==> config.mk <==
export PLATFORM = sky130hd
export DESIGN_NAME = etvs_gain
export DESIGN_NICKNAME = d
export VERILOG_FILES = /design/src/rtl/etvs_pkg.sv /design/src/rtl/etvs_gain.sv
export SDC_FILE = /design/constraint.sdc
export NUM_CORES = 1
export LEC_CHECK = 0
export BUFFER_PORTS_ARGS = -buffer_cell sky130_fd_sc_hd__buf_2
export CORE_MARGIN = 10
export CORE_UTILIZATION = 45
export DETAILED_ROUTE_END_ITERATION = 10
export GPL_TIMING_DRIVEN = 0
export MAX_ROUTING_LAYER = met4
export PLACE_DENSITY_LB_ADDON = 0.2
export SLEW_MARGIN = 20
export SYNTH_ARGS = -nofsm -noshare
export SYNTH_HDL_FRONTEND = slang
export SYNTH_SLANG_ARGS = --single-unit
==> constraint.sdc <==
create_clock -name i_clk -period 14.3 [get_ports i_clk]
set_input_delay 2.86 -clock i_clk [delete_from_list [all_inputs] [get_ports i_clk]]
set_output_delay 2.86 -clock i_clk [all_outputs]
set_load 0.02 [all_outputs]
==> src/rtl/etvs_pkg.sv <==
// Shared constants, types and gain curve generator for the volume swell block
package etvs_pkg;

    localparam int SAMPLE_BITS      = 16;
    localparam int GAIN_TABLE_DEPTH = 1024;
    localparam int GAIN_IDX_BITS    = $clog2(GAIN_TABLE_DEPTH);
    localparam int PHASE_FRAC_BITS  = 16;
    localparam int PHASE_BITS       = GAIN_IDX_BITS + PHASE_FRAC_BITS;
    localparam int RAMP_COUNT_BITS  = 20;
    localparam int COEF_BITS        = 16;
    localparam int COEF_FRAC_BITS   = 16;
    localparam int THR_BITS         = 16;
    localparam int STEP_BITS        = 24;
    localparam int ROM_BITS         = 16;
    localparam int GAIN_BITS        = ROM_BITS + 1;
    localparam int CFG_IDX_BITS     = 3;
    localparam int CFG_DATA_BITS    = (STEP_BITS > RAMP_COUNT_BITS) ? STEP_BITS : RAMP_COUNT_BITS;

    localparam logic [GAIN_BITS-1:0]   UNITY_GAIN = GAIN_BITS'(1) << ROM_BITS;
    localparam logic [SAMPLE_BITS-1:0] ENV_MAX    = SAMPLE_BITS'(1) << (SAMPLE_BITS - 1);

    typedef enum logic [CFG_IDX_BITS-1:0] {
        CFG_ATTACK     = 3'd0,
        CFG_DECAY      = 3'd1,
        CFG_THRESHOLD  = 3'd2,
        CFG_PHASE_STEP = 3'd3,
        CFG_LENGTH_MAX = 3'd4
    } t_cfg_idx;

    typedef struct packed {
        logic [COEF_BITS-1:0]       attack_coef;
        logic [COEF_BITS-1:0]       decay_coef;
        logic [THR_BITS-1:0]        swell_threshold;
        logic [STEP_BITS-1:0]       ramp_phase_step;
        logic [RAMP_COUNT_BITS-1:0] ramp_length_max;
    } t_cfg;

    localparam t_cfg CFG_RESET = '{
        attack_coef:     COEF_BITS'(60000),
        decay_coef:      COEF_BITS'(65399),
        swell_threshold: THR_BITS'(655),
        ramp_phase_step: STEP_BITS'(350),
        ramp_length_max: RAMP_COUNT_BITS'(480000)
    };

    // envelope stage to ramp stage
    typedef struct packed {
        logic advance;
        logic restart;
    } t_ramp_cmd;

    typedef logic [ROM_BITS-1:0] t_gain_rom [GAIN_TABLE_DEPTH];

    // exp(-18.4/DEPTH) from a 12-term series in Q56, rounded to Q32
    localparam longint unsigned SER_ONE = 64'd1 << 56;
    localparam longint unsigned SER_DIV = 64'd5 * 64'(GAIN_TABLE_DEPTH);
    localparam longint unsigned SER_T1  = SER_ONE * 64'd92 / (SER_DIV * 64'd1);
    localparam longint unsigned SER_T2  = SER_T1 * 64'd92 / (SER_DIV * 64'd2);
    localparam longint unsigned SER_T3  = SER_T2 * 64'd92 / (SER_DIV * 64'd3);
    localparam longint unsigned SER_T4  = SER_T3 * 64'd92 / (SER_DIV * 64'd4);
    localparam longint unsigned SER_T5  = SER_T4 * 64'd92 / (SER_DIV * 64'd5);
    localparam longint unsigned SER_T6  = SER_T5 * 64'd92 / (SER_DIV * 64'd6);
    localparam longint unsigned SER_T7  = SER_T6 * 64'd92 / (SER_DIV * 64'd7);
    localparam longint unsigned SER_T8  = SER_T7 * 64'd92 / (SER_DIV * 64'd8);
    localparam longint unsigned SER_T9  = SER_T8 * 64'd92 / (SER_DIV * 64'd9);
    localparam longint unsigned SER_T10 = SER_T9 * 64'd92 / (SER_DIV * 64'd10);
    localparam longint unsigned SER_T11 = SER_T10 * 64'd92 / (SER_DIV * 64'd11);
    localparam longint unsigned SER_T12 = SER_T11 * 64'd92 / (SER_DIV * 64'd12);
    localparam longint unsigned SER_SUM = SER_ONE - SER_T1 + SER_T2 - SER_T3 + SER_T4
                                          - SER_T5 + SER_T6 - SER_T7 + SER_T8 - SER_T9
                                          + SER_T10 - SER_T11 + SER_T12;
    localparam longint unsigned GAIN_BASE_Q32 = (SER_SUM + (64'd1 << 23)) >> 24;

    // 1 - exp(-4.6u), u = 4i/DEPTH, built by repeated Q32 multiplication
    function automatic t_gain_rom build_gain_rom();
        longint unsigned e;
        longint unsigned r16;
        longint unsigned g;
        t_gain_rom       rom;
        e = 64'd1 << 32;
        for (int i = 0; i < GAIN_TABLE_DEPTH; i++) begin
            r16 = (e + 64'd32768) >> 16;
            g   = 64'd65536 - r16;
            if (g > 64'd65535) begin
                g = 64'd65535;
            end
            rom[i] = g[ROM_BITS-1:0];
            e      = (e * GAIN_BASE_Q32 + (64'd1 << 31)) >> 32;
        end
        return rom;
    endfunction

endpackage

==> src/rtl/etvs_gain.sv <==
// Gain multiply and result register
module etvs_gain import etvs_pkg::*; (
    input  logic                          i_clk,
    input  logic                          i_load,
    input  logic signed [SAMPLE_BITS-1:0] i_x,
    input  logic        [ROM_BITS-1:0]    i_rom_gain,
    input  logic                          i_running,
    input  logic        [SAMPLE_BITS-1:0] i_env,
    output logic signed [SAMPLE_BITS-1:0] o_out_sample,
    output logic        [SAMPLE_BITS-1:0] o_envelope_level,
    output logic                          o_swell_running
);

    localparam int PROD_BITS = SAMPLE_BITS + GAIN_BITS + 1;

    logic signed [SAMPLE_BITS-1:0] r_out_sample;
    logic        [SAMPLE_BITS-1:0] r_envelope_level;
    logic                          r_swell_running;

    logic        [GAIN_BITS-1:0]   w_gain;
    logic signed [PROD_BITS-1:0]   w_prod;

    always_comb begin
        w_gain = i_running ? {1'b0, i_rom_gain} : UNITY_GAIN;
        w_prod = i_x * $signed({1'b0, w_gain});
    end

    always_ff @(posedge i_clk) begin
        if (i_load) begin
            r_out_sample     <= w_prod[ROM_BITS+SAMPLE_BITS-1:ROM_BITS];
            r_envelope_level <= i_env;
            r_swell_running  <= i_running;
        end
    end

    assign o_out_sample     = r_out_sample;
    assign o_envelope_level = r_envelope_level;
    assign o_swell_running  = r_swell_running;

endmodule

==> reports/metrics.csv, run 1 <==
metric,value,unit
status,"complete, no violations",
switch share,55.0,%
Resized cells post-CTS,0,
number of synthesized flops with an enable pin,33,
core footprint,21900,sq um
Reg power frac,10.3,%
Pwr Density,167,nW/um^2
clk slew on worst S/H paths,50,ps
setup_tns,0,ps
DP Wirelength,24800,um
Ports,84,
fillcell total,2134,
Final Max Tran Viols,0,
RSZ-0062 raised after global routing,false,
CTS Hold Bufs,0,
CTS max path bufs,2,
Worst Path Max Fanout,10,
Post-CTS Setup Inserts,0,
clk root buf,clkbuf_16,
initial antenna violation count,2,
peak supply drop,0.155,mV
grt met1 use,27.9,%
met2 Use GR,33.8,%
TritonRoute pass-1 iters,5,
synth-to-layout area growth,8.80,%
sw power,1000,uW
cell count after placement,1444,
CP dominant cell by count,fa_1,
ys async rst share,0,%
crit path capture type,flip-flop,
total power,1820,uW
CTS Buf Count,5,
Avg Inst Size Synth,9.26,sq um
Setup crit start kind,primary input,
die footprint,28700,sq um
fin crit share,68.5,%
Pint,821,uW
global-route wire length before repair,47200,um
Vias per Instance,5.43,
Final Hold Viols,0,
most frequent cells in the layout,"inv_1 (242), fa_1 (207), nand2_1 (143)",
H-tree levels,2,
largest net degree at the start of global routing,34,
post-route ant nets,0,
Clk pwr share,5.2,%
"commonest non-fill, non-tap cell in the layout",inv_1,
DR WL/cell,20.6,um
WS Path Type,in2reg,
Hold Crit Depth,1,
"Cell Count, Final, Fillers Out",1451,
Residual DRC,0,
port bufs,80,
total global-route track usage,22.0,%
final core utilization,49.9,%
cell chain of the critical path,"buf_2, clkbuf_1, and2_1, clkbuf_1, nand2_1, fa_1, inv_1, fa_1, fa_1, fa_1, fa_1, inv_1, fa_1, inv_1, ha_1, a21o_1, o21bai_1, a221oi_1, o31ai_1, or3_1, a31o_1, xnor2_1",
post-synthesis sequential area ratio,9.87,%
DRT iter0 DRCs,568,
Synth Flop Type,edfxtp_1,
Synth Net Count,1452,
combinational share of power,84.5,%
grt ovf,0,
WP data required,14310,ps
relative slew slack,36.2,%
share of layout cells above drive strength 1,8.03,%
met3 usage,6.18,%
Netlist cell types,44,
vias in the first global route,8287,
Routed WL,29800,um
yosys warns,0,
worst path arrival time,9810,ps
actual slew at the worst max-slew pin,957,ps
row count,54,
max incr delay on CP,580,ps
Slowest cell on crit path,clkbuf_1,
GPL Wtd Cong,0.967,
CTS tree,built,
max-cap check violation count,0,
worst hold path type,in2reg,
Lkg Pwr,0.00586,uW
gr busiest metal,met2,
fin nets,1539,
Sink Count,33,
Chip Width,169,um
routed vias,7883,
number of synthesized register bits,33,
final critical-path required period,9800,ps
die height,169,um
final setup violation count,0,
synthesized area,10000,sq um
Hold Slack,2760,ps
Cells after Synth,1084,
initial core utilization,45.8,%
max frequency,0.102,GHz
-- critical path: cells and delay by family --
family | cells | cell delay, ps
fa+ha+maj | 7 | 3430
xor+xnor | 1 | 140
simple gates | 3 | 810
buf+inv | 6 | 1310
compound gates | 5 | 1240
-- layer usage --
layer | wire [um] | part of all wire (%)
met1 | 11900 | 40
met2 | 13800 | 46
met3 | 3070 | 10
met4 | 985 | 3.3
met5 | 0 | 0
-- stage by stage --
step           area, sq um  setup WS, ps
5_1_grt              10900          4270
2_1_floorplan        10000          5630
3_3_place_gp         10800          4400
3_5_place_dp         10800          4390
6_report             10900          4500
4_1_cts              10900          4660
-- Yosys cell counts, types with 2 or more instances --
| master | count | area share, % |
|---|---|---|
| nand3_1 | 8 | 0.40 |
| nor2_1 | 21 | 0.79 |
| a21oi_1 | 21 | 1.0 |
| xnor2_1 | 14 | 1.2 |
| fa_1 | 207 | 41 |
| nand2_1 | 143 | 5.3 |
| a21o_1 | 9 | 0.67 |
| a31oi_1 | 3 | 0.19 |
| ha_1 | 110 | 14 |
| o31ai_1 | 4 | 0.30 |
| o211ai_1 | 5 | 0.37 |
| clkbuf_1 | 54 | 2.0 |
| nor3_1 | 4 | 0.20 |
| o21a_1 | 3 | 0.22 |
| o21bai_1 | 2 | 0.15 |
| inv_1 | 242 | 9.1 |
| and2_1 | 18 | 1.1 |
| xor2_1 | 6 | 0.52 |
| nand2b_1 | 13 | 0.81 |
| and3_1 | 119 | 7.4 |
| edfxtp_1 | 33 | 9.9 |
| o21ai_0 | 10 | 0.50 |
| nor2b_1 | 12 | 0.75 |
| a41oi_2 | 2 | 0.32 |
| nand4_1 | 2 | 0.12 |
-- state kept, by name, summed over array words and instances, names as in the netlist --
signal            count
o_envelope_level     16
o_out_sample         16
o_swell_running       1
-- power groups by stage --
stage | registers, uW | clock network, uW | logic (uW)
3_3_place_gp | 189 | 0 | 1510
4_1_cts | 188 | 97.7 | 1540
5_1_grt | 190 | 102 | 1720
6_report | 187 | 95.2 | 1540
2_1_floorplan | 227 | 0 | 1020
3_5_place_dp | 189 | 0 | 1530
-- cell type report --
cell class                      instances  area [sq um]  area share [%]
Timing Repair Buffer                   80           400            3.67
Clock inverter                          1          5.00          0.0458
Sequential cell                        33           991            9.08
Buffer                                 56           213            1.95
Antenna cell                            1          2.50          0.0229
Tap cell                              280           350            3.21
Inverter                              243           912            8.35
Clock buffer                            5           125            1.15
Multi-Input combinational cell        752          7920            72.5
-- worst paths after layout --
check,from,endpoint,slack (ps)
max,i_running,o_out_sample[15],4500
min,i_env[0],o_envelope_level[0],2760
-- cell families (layout without fill, tap and decap cells) --
family                     count (synthesis)  in the layout  share of synthesized area, %
xor gates and xnor gates                  20             20                          1.75
and+or+nand+nor                          344            344                          17.3
buffers and inverters                    299            385                          11.2
adders and majority gates                317            317                          55.0
AOI/OAI and AO/OA                         71             71                          4.91
other                                      0              1                             0
DFF                                       33             33                          9.87
(Power assumes the default switching activity.)
==> run 2, diff against run 1 <==
--- a/config.mk
+++ b/config.mk
@@ -5,6 +5,7 @@
 export SDC_FILE = /design/constraint.sdc
 export NUM_CORES = 1
 export LEC_CHECK = 0
+export ABC_AREA = 1
 export BUFFER_PORTS_ARGS = -buffer_cell sky130_fd_sc_hd__buf_2
 export CORE_MARGIN = 10
 export CORE_UTILIZATION = 45
==> constraint.sdc (replaced) <==
create_clock -name i_clk -period 9.4 [get_ports i_clk]
set_input_delay 1.88 -clock i_clk [delete_from_list [all_inputs] [get_ports i_clk]]
set_output_delay 1.88 -clock i_clk [all_outputs]
set_load 0.02 [all_outputs]
==> reports/metrics.csv, run 2 <==
metric,value,unit,change
synthesized area,10100,sq um,+0.84%
grt ovf,0,,unchanged
largest net degree at the start of global routing,34,,unchanged
Ports,84,,unchanged
cell with the most instances after synthesis,inv_1,,
CP Depth,26,,+18%
routed vias,8265,,+4.8%
Chip Width,170,um,+0.37%
fin nets,1702,,+11%
max incr delay on CP,550,ps,-30 ps
crit path capture type,flip-flop,,
Reg power frac,9.9,%,-0.4 points
Setup crit start kind,primary input,,
final core utilization,50.3,%,+0.38 points
global-route wire length before repair,46700,um,-1.1%
"area leader, netlist",fa_1,,
CTS max path bufs,2,,unchanged
DRT iter0 DRCs,506,,-11%
most frequent cells in the layout,"inv_1 (302), nand2_1 (269), fa_1 (207)",,
Place WS,965,ps,-3420 ps
actual slew at the worst max-slew pin,713,ps,-244 ps
Pwr Density,257,nW/um^2,+54%
Clk pwr share,6.6,%,+1.4 points
Final Hold Viols,0,,unchanged
row count,54,,unchanged
Hold Slack,1770,ps,-990 ps
fin crit share,87.5,%,
clk root buf,clkbuf_16,,
Synth Flop Type,edfxtp_1,,
TritonRoute pass-1 iters,5,,unchanged
Netlist cell types,31,,-30%
initial antenna violation count,0,,-2
status,"complete, no violations",,
port bufs,79,,-1.3%
initial core utilization,46.1,%,+0.24 points
Sink Count,33,,unchanged
final setup violation count,0,,unchanged
Worst Path Max Fanout,10,,unchanged
CTS tree,built,,
Avg Inst Size Synth,8.11,sq um,-12%
sw power,1610,uW,+61%
switch share,56.7,%,+1.8 points
Slowest cell on crit path,fa_1,,
relative slew slack,52.5,%,+16 points
core footprint,22000,sq um,+0.31%
worst hold path type,in2reg,,
Hold Crit Depth,1,,unchanged
WP buf/inv,9,,+3
die footprint,28900,sq um,+0.73%
post-synthesis sequential area ratio,9.79,%,-0.082 points
number of diodes,0,,-1
CTS Buf Count,5,,unchanged
post-route setup slack,1180,ps,-3320 ps
Synth Net Count,1616,,+11%
setup_tns,0,ps,unchanged
H-tree levels,2,,unchanged
vias in the first global route,8971,,+8.3%
Post-CTS Setup Inserts,0,,unchanged
Area contributors post-synth,"fa_1 (41%), ha_1 (14%), inv_1 (11%)",,
combinational share of power,83.6,%,-0.9 points
WP data required,9440,ps,-4870 ps
Residual DRC,0,,unchanged
total global-route track usage,21.3,%,-0.70 points
Lkg Pwr,0.00602,uW,+2.8%
GPL Wtd Cong,0.942,,-2.6%
yosys warns,0,,unchanged
die height,170,um,+0.37%
post-route ant nets,0,,unchanged
clk slew on worst S/H paths,60,ps,about the same
share of layout cells above drive strength 1,7.49,%,-0.54 points
final critical-path required period,8220,ps,
RSZ-0062 raised after global routing,false,,
synth cell count leaders,"inv_1 (302), nand2_1 (269), fa_1 (207), nor2_1 (184), ha_1 (110)",,
Resized cells post-CTS,0,,unchanged
top cell type's share of synthesized area,40.9,%,-0.34 points
CTS Hold Bufs,0,,unchanged
synth-to-layout area growth,9.06,%,
number of synthesized register bits,33,,unchanged
worst path arrival time,8260,ps,-1550 ps
max-cap check violation count,0,,unchanged
Routed WL,28400,um,-4.7%
fillcell total,2180,,+2.2%
DR WL/cell,17.6,um,-14%
ys async rst share,0,%,unchanged
peak supply drop,0.200,mV,+29%
Cells after Synth,1248,,+15%
DP Wirelength,24300,um,-2.1%
Vias per Instance,5.12,,-5.8%
"CP delay by family, top",adder cells,,
WS Path Type,in2reg,,
number of synthesized flops with an enable pin,33,,unchanged
Pint,1230,uW,+50%
Final Max Tran Viols,0,,unchanged
"commonest non-fill, non-tap cell in the layout",inv_1,,
max frequency,0.122,GHz,
-- run 2: changes by cell type after synthesis, sizes merged, moves of 16 or more --
cell    previous run  this run
nor2              21       186
inv              243       304
clkbuf            55        19
and2              19         0
and3             120         0
nand2            143       272
nand3              8        24
-- run 2: metrics by stage --
stage | instances | total power (uW) | cell area [sq um]
after floorplan | 1248 | 1970 | 10100
after global placement | 1607 | 2640 | 10900
after detailed placement | 1607 | 2650 | 10900
after CTS | 1615 | 2860 | 11000
after global routing | 1615 | 3230 | 11000
final | 1615 | 2840 | 11000
-- run 2: power groups by stage --
| stage | Combinational [uW] | Clock [uW] | Sequential [uW] |
|---|---|---|---|
| 2_1_floorplan | 1630 | 0 | 342 |
| 3_3_place_gp | 2360 | 0 | 282 |
| 3_5_place_dp | 2370 | 0 | 283 |
| 4_1_cts | 2390 | 190 | 281 |
| 5_1_grt | 2740 | 199 | 284 |
| 6_report | 2370 | 186 | 280 |
-- run 2: cells by family (layout without fill, tap and decap cells) --
| group | count (synthesis) | in the layout | synth area share, % |
|---|---|---|---|
| adder cells (fa/ha/maj) | 317 | 317 | 54.5 |
| AND/OR/NAND/NOR | 495 | 495 | 19.2 |
| buffers and inverters | 335 | 422 | 12.6 |
| AO/OA/AOI/OAI | 60 | 60 | 3.21 |
| flip-flops | 33 | 33 | 9.79 |
| XOR/XNOR | 8 | 8 | 0.692 |
-- run 2: routing by layer --
layer / wire (um) / global-route usage [%] / vias up
met5: 0 / - / -
met4: 826 / 4.92 / 0
met3: 1990 / 3.45 / 53
met2: 13700 / 35.0 / 274
met1: 11900 / 27.0 / 4088
li1: - / - / 3850
-- run 2: worst paths after layout --
kind	start	slack, ps	endpoint
max	i_running	1180	o_out_sample[11]
min	i_env[9]	1770	o_envelope_level[9]
-- run 2: area by class of cell --
cell class | count | area, sq um | share of cell area [%]
multi-input combinational | 880 | 7860 | 71.2
inverter | 310 | 1160 | 10.5
tap | 280 | 350 | 3.17
clock buffer | 5 | 125 | 1.13
clock inverter | 3 | 46.3 | 0.419
sequential | 33 | 991 | 8.98
buffer | 25 | 110 | 0.998
timing repair buffer | 79 | 395 | 3.58
==> run 3, diff against run 2 <==
--- a/config.mk
+++ b/config.mk
@@ -10,9 +10,8 @@
 export CORE_MARGIN = 10
 export CORE_UTILIZATION = 45
 export DETAILED_ROUTE_END_ITERATION = 10
-export GPL_TIMING_DRIVEN = 0
 export MAX_ROUTING_LAYER = met4
-export PLACE_DENSITY_LB_ADDON = 0.2
+export PLACE_DENSITY_LB_ADDON = 0.25
 export SLEW_MARGIN = 20
 export SYNTH_ARGS = -nofsm -noshare
 export SYNTH_HDL_FRONTEND = slang
==> reports/metrics.csv, run 3 (synthesis results as in run 2) <==
metric,value,unit,change
"CP delay by family, top",adder cells,,
core footprint,22000,sq um,unchanged
DP Wirelength,25100,um,+3.4%
CTS Buf Count,5,,unchanged
CTS tree,built,,
setup_tns,0,ps,unchanged
Resized cells post-CTS,0,,unchanged
relative slew slack,51.4,%,-1.1 points
Final Hold Viols,0,,unchanged
worst path arrival time,8330,ps,+70 ps
Sink Count,33,,unchanged
worst hold path type,in2reg,,
vias in the first global route,8687,,-3.2%
clk slew on worst S/H paths,50,ps,about the same
Residual DRC,0,,unchanged
Routed WL,29200,um,+2.7%
Lkg Pwr,0.00598,uW,-0.56%
die footprint,28900,sq um,unchanged
final setup violation count,0,,unchanged
global-route wire length before repair,46800,um,+0.22%
TritonRoute pass-1 iters,5,,unchanged
most frequent cells in the layout,"inv_1 (302), nand2_1 (269), fa_1 (207)",,
max incr delay on CP,570,ps,+20 ps
actual slew at the worst max-slew pin,729,ps,+16.2 ps
Chip Width,170,um,unchanged
Worst Path Max Fanout,29,,+19
synth-to-layout area growth,7.93,%,
max-cap check violation count,0,,unchanged
row count,54,,unchanged
DR WL/cell,18.3,um,+3.9%
RSZ-0062 raised after global routing,false,,
fin crit share,88.3,%,+0.87 points
total power,2780,uW,-2.1%
grt ovf,0,,unchanged
WS Path Type,in2reg,,
share of layout cells above drive strength 1,7.60,%,+0.11 points
Setup crit start kind,primary input,,
H-tree levels,2,,unchanged
Final Max Tran Viols,0,,unchanged
max frequency,0.120,GHz,-0.99%
WP data required,9430,ps,about the same
die height,170,um,unchanged
largest net degree at the start of global routing,34,,unchanged
Ports,84,,unchanged
port bufs,83,,+5.1%
CTS Hold Bufs,0,,unchanged
clk root buf,clkbuf_16,,
status,"complete, no violations",,
WP buf/inv,7,,-2
"commonest non-fill, non-tap cell in the layout",inv_1,,
peak supply drop,0.204,mV,+1.9%
post-route ant nets,0,,unchanged
total global-route track usage,21.4,%,+0.16 points
GPL Wtd Cong,1.02,,+8.1%
routed vias,8351,,+1.0%
cell chain of the critical path,"buf_2, nand2_1, inv_1, nand2_1, fa_1, inv_1, fa_1, inv_1, fa_1, inv_1, fa_1, fa_1, inv_1, fa_1, inv_1, ha_1, a21oi_1, o21ai_0, a21oi_1, nor2_1, nor2_1, nand2_1, nand2_1, nand2_1",,
crit path capture type,flip-flop,,
initial core utilization,46.1,%,unchanged
fin nets,1682,,-1.2%
Vias per Instance,5.24,,+2.3%
initial antenna violation count,0,,unchanged
fillcell total,2144,,-1.7%
Slowest cell on crit path,fa_1,,
number of diodes,0,,unchanged
CTS max path bufs,2,,unchanged
DRT iter0 DRCs,615,,+22%
Post-CTS Setup Inserts,0,,unchanged
Pwr Density,255,nW/um^2,-1.0%
final critical-path required period,8300,ps,+81.9 ps
[run 3: worst paths after layout]
| kind | end | depth (start not counted) | startpoint |
|---|---|---|---|
| max | o_out_sample[11] | 24 | i_running |
| min | o_envelope_level[0] | 1 | i_env[0] |
[run 3: metrics by stage]
stage | cells | hold slack (ps) | utilization (%) | cell area, sq um | setup WS, ps
floorplan | 1248 | 1980 | - | 10100 | 2300
global placement | 1587 | 2060 | 49.1 | 10800 | 928
detailed placement | 1587 | 2060 | 49.1 | 10800 | 909
CTS | 1595 | 1780 | 49.7 | 10900 | 1180
global route | 1595 | 1770 | 49.7 | 10900 | 829
finish | 1595 | 1780 | 49.7 | 10900 | 1100
[run 3: cell type report]
type / count / area (sq um) / share of cell area, %
Multi-Input combinational cell: 880 / 7860 / 71.9
Inverter: 310 / 1160 / 10.7
Sequential cell: 33 / 991 / 9.07
Timing Repair Buffer: 84 / 423 / 3.87
Tap cell: 280 / 350 / 3.21
Clock buffer: 6 / 129 / 1.18
Clock inverter: 2 / 10.0 / 0.0916
[run 3: routing by layer]
| layer | part of all wire [%] | routed length (um) | GRT usage (%) | vias up |
|---|---|---|---|---|
| li1 | - | - | - | 3802 |
| met5 | 0 | 0 | - | - |
| met3 | 7.8 | 2270 | 3.10 | 33 |
| met4 | 2.4 | 690 | 4.39 | 0 |
| met2 | 48 | 14100 | 34.8 | 336 |
| met1 | 42 | 12200 | 28.1 | 4180 |
[run 3: where the power goes]
| group | leakage, uW | switching [uW] | total [uW] | internal (uW) |
|---|---|---|---|---|
| registers | 0.000323 | 8.14 | 281 | 272 |
| logic | 0.00559 | 1530 | 2350 | 819 |
| clock network | 0.0000706 | 54.1 | 151 | 97.0 |
| total | 0.00598 | 1590 | 2780 | 1190 |
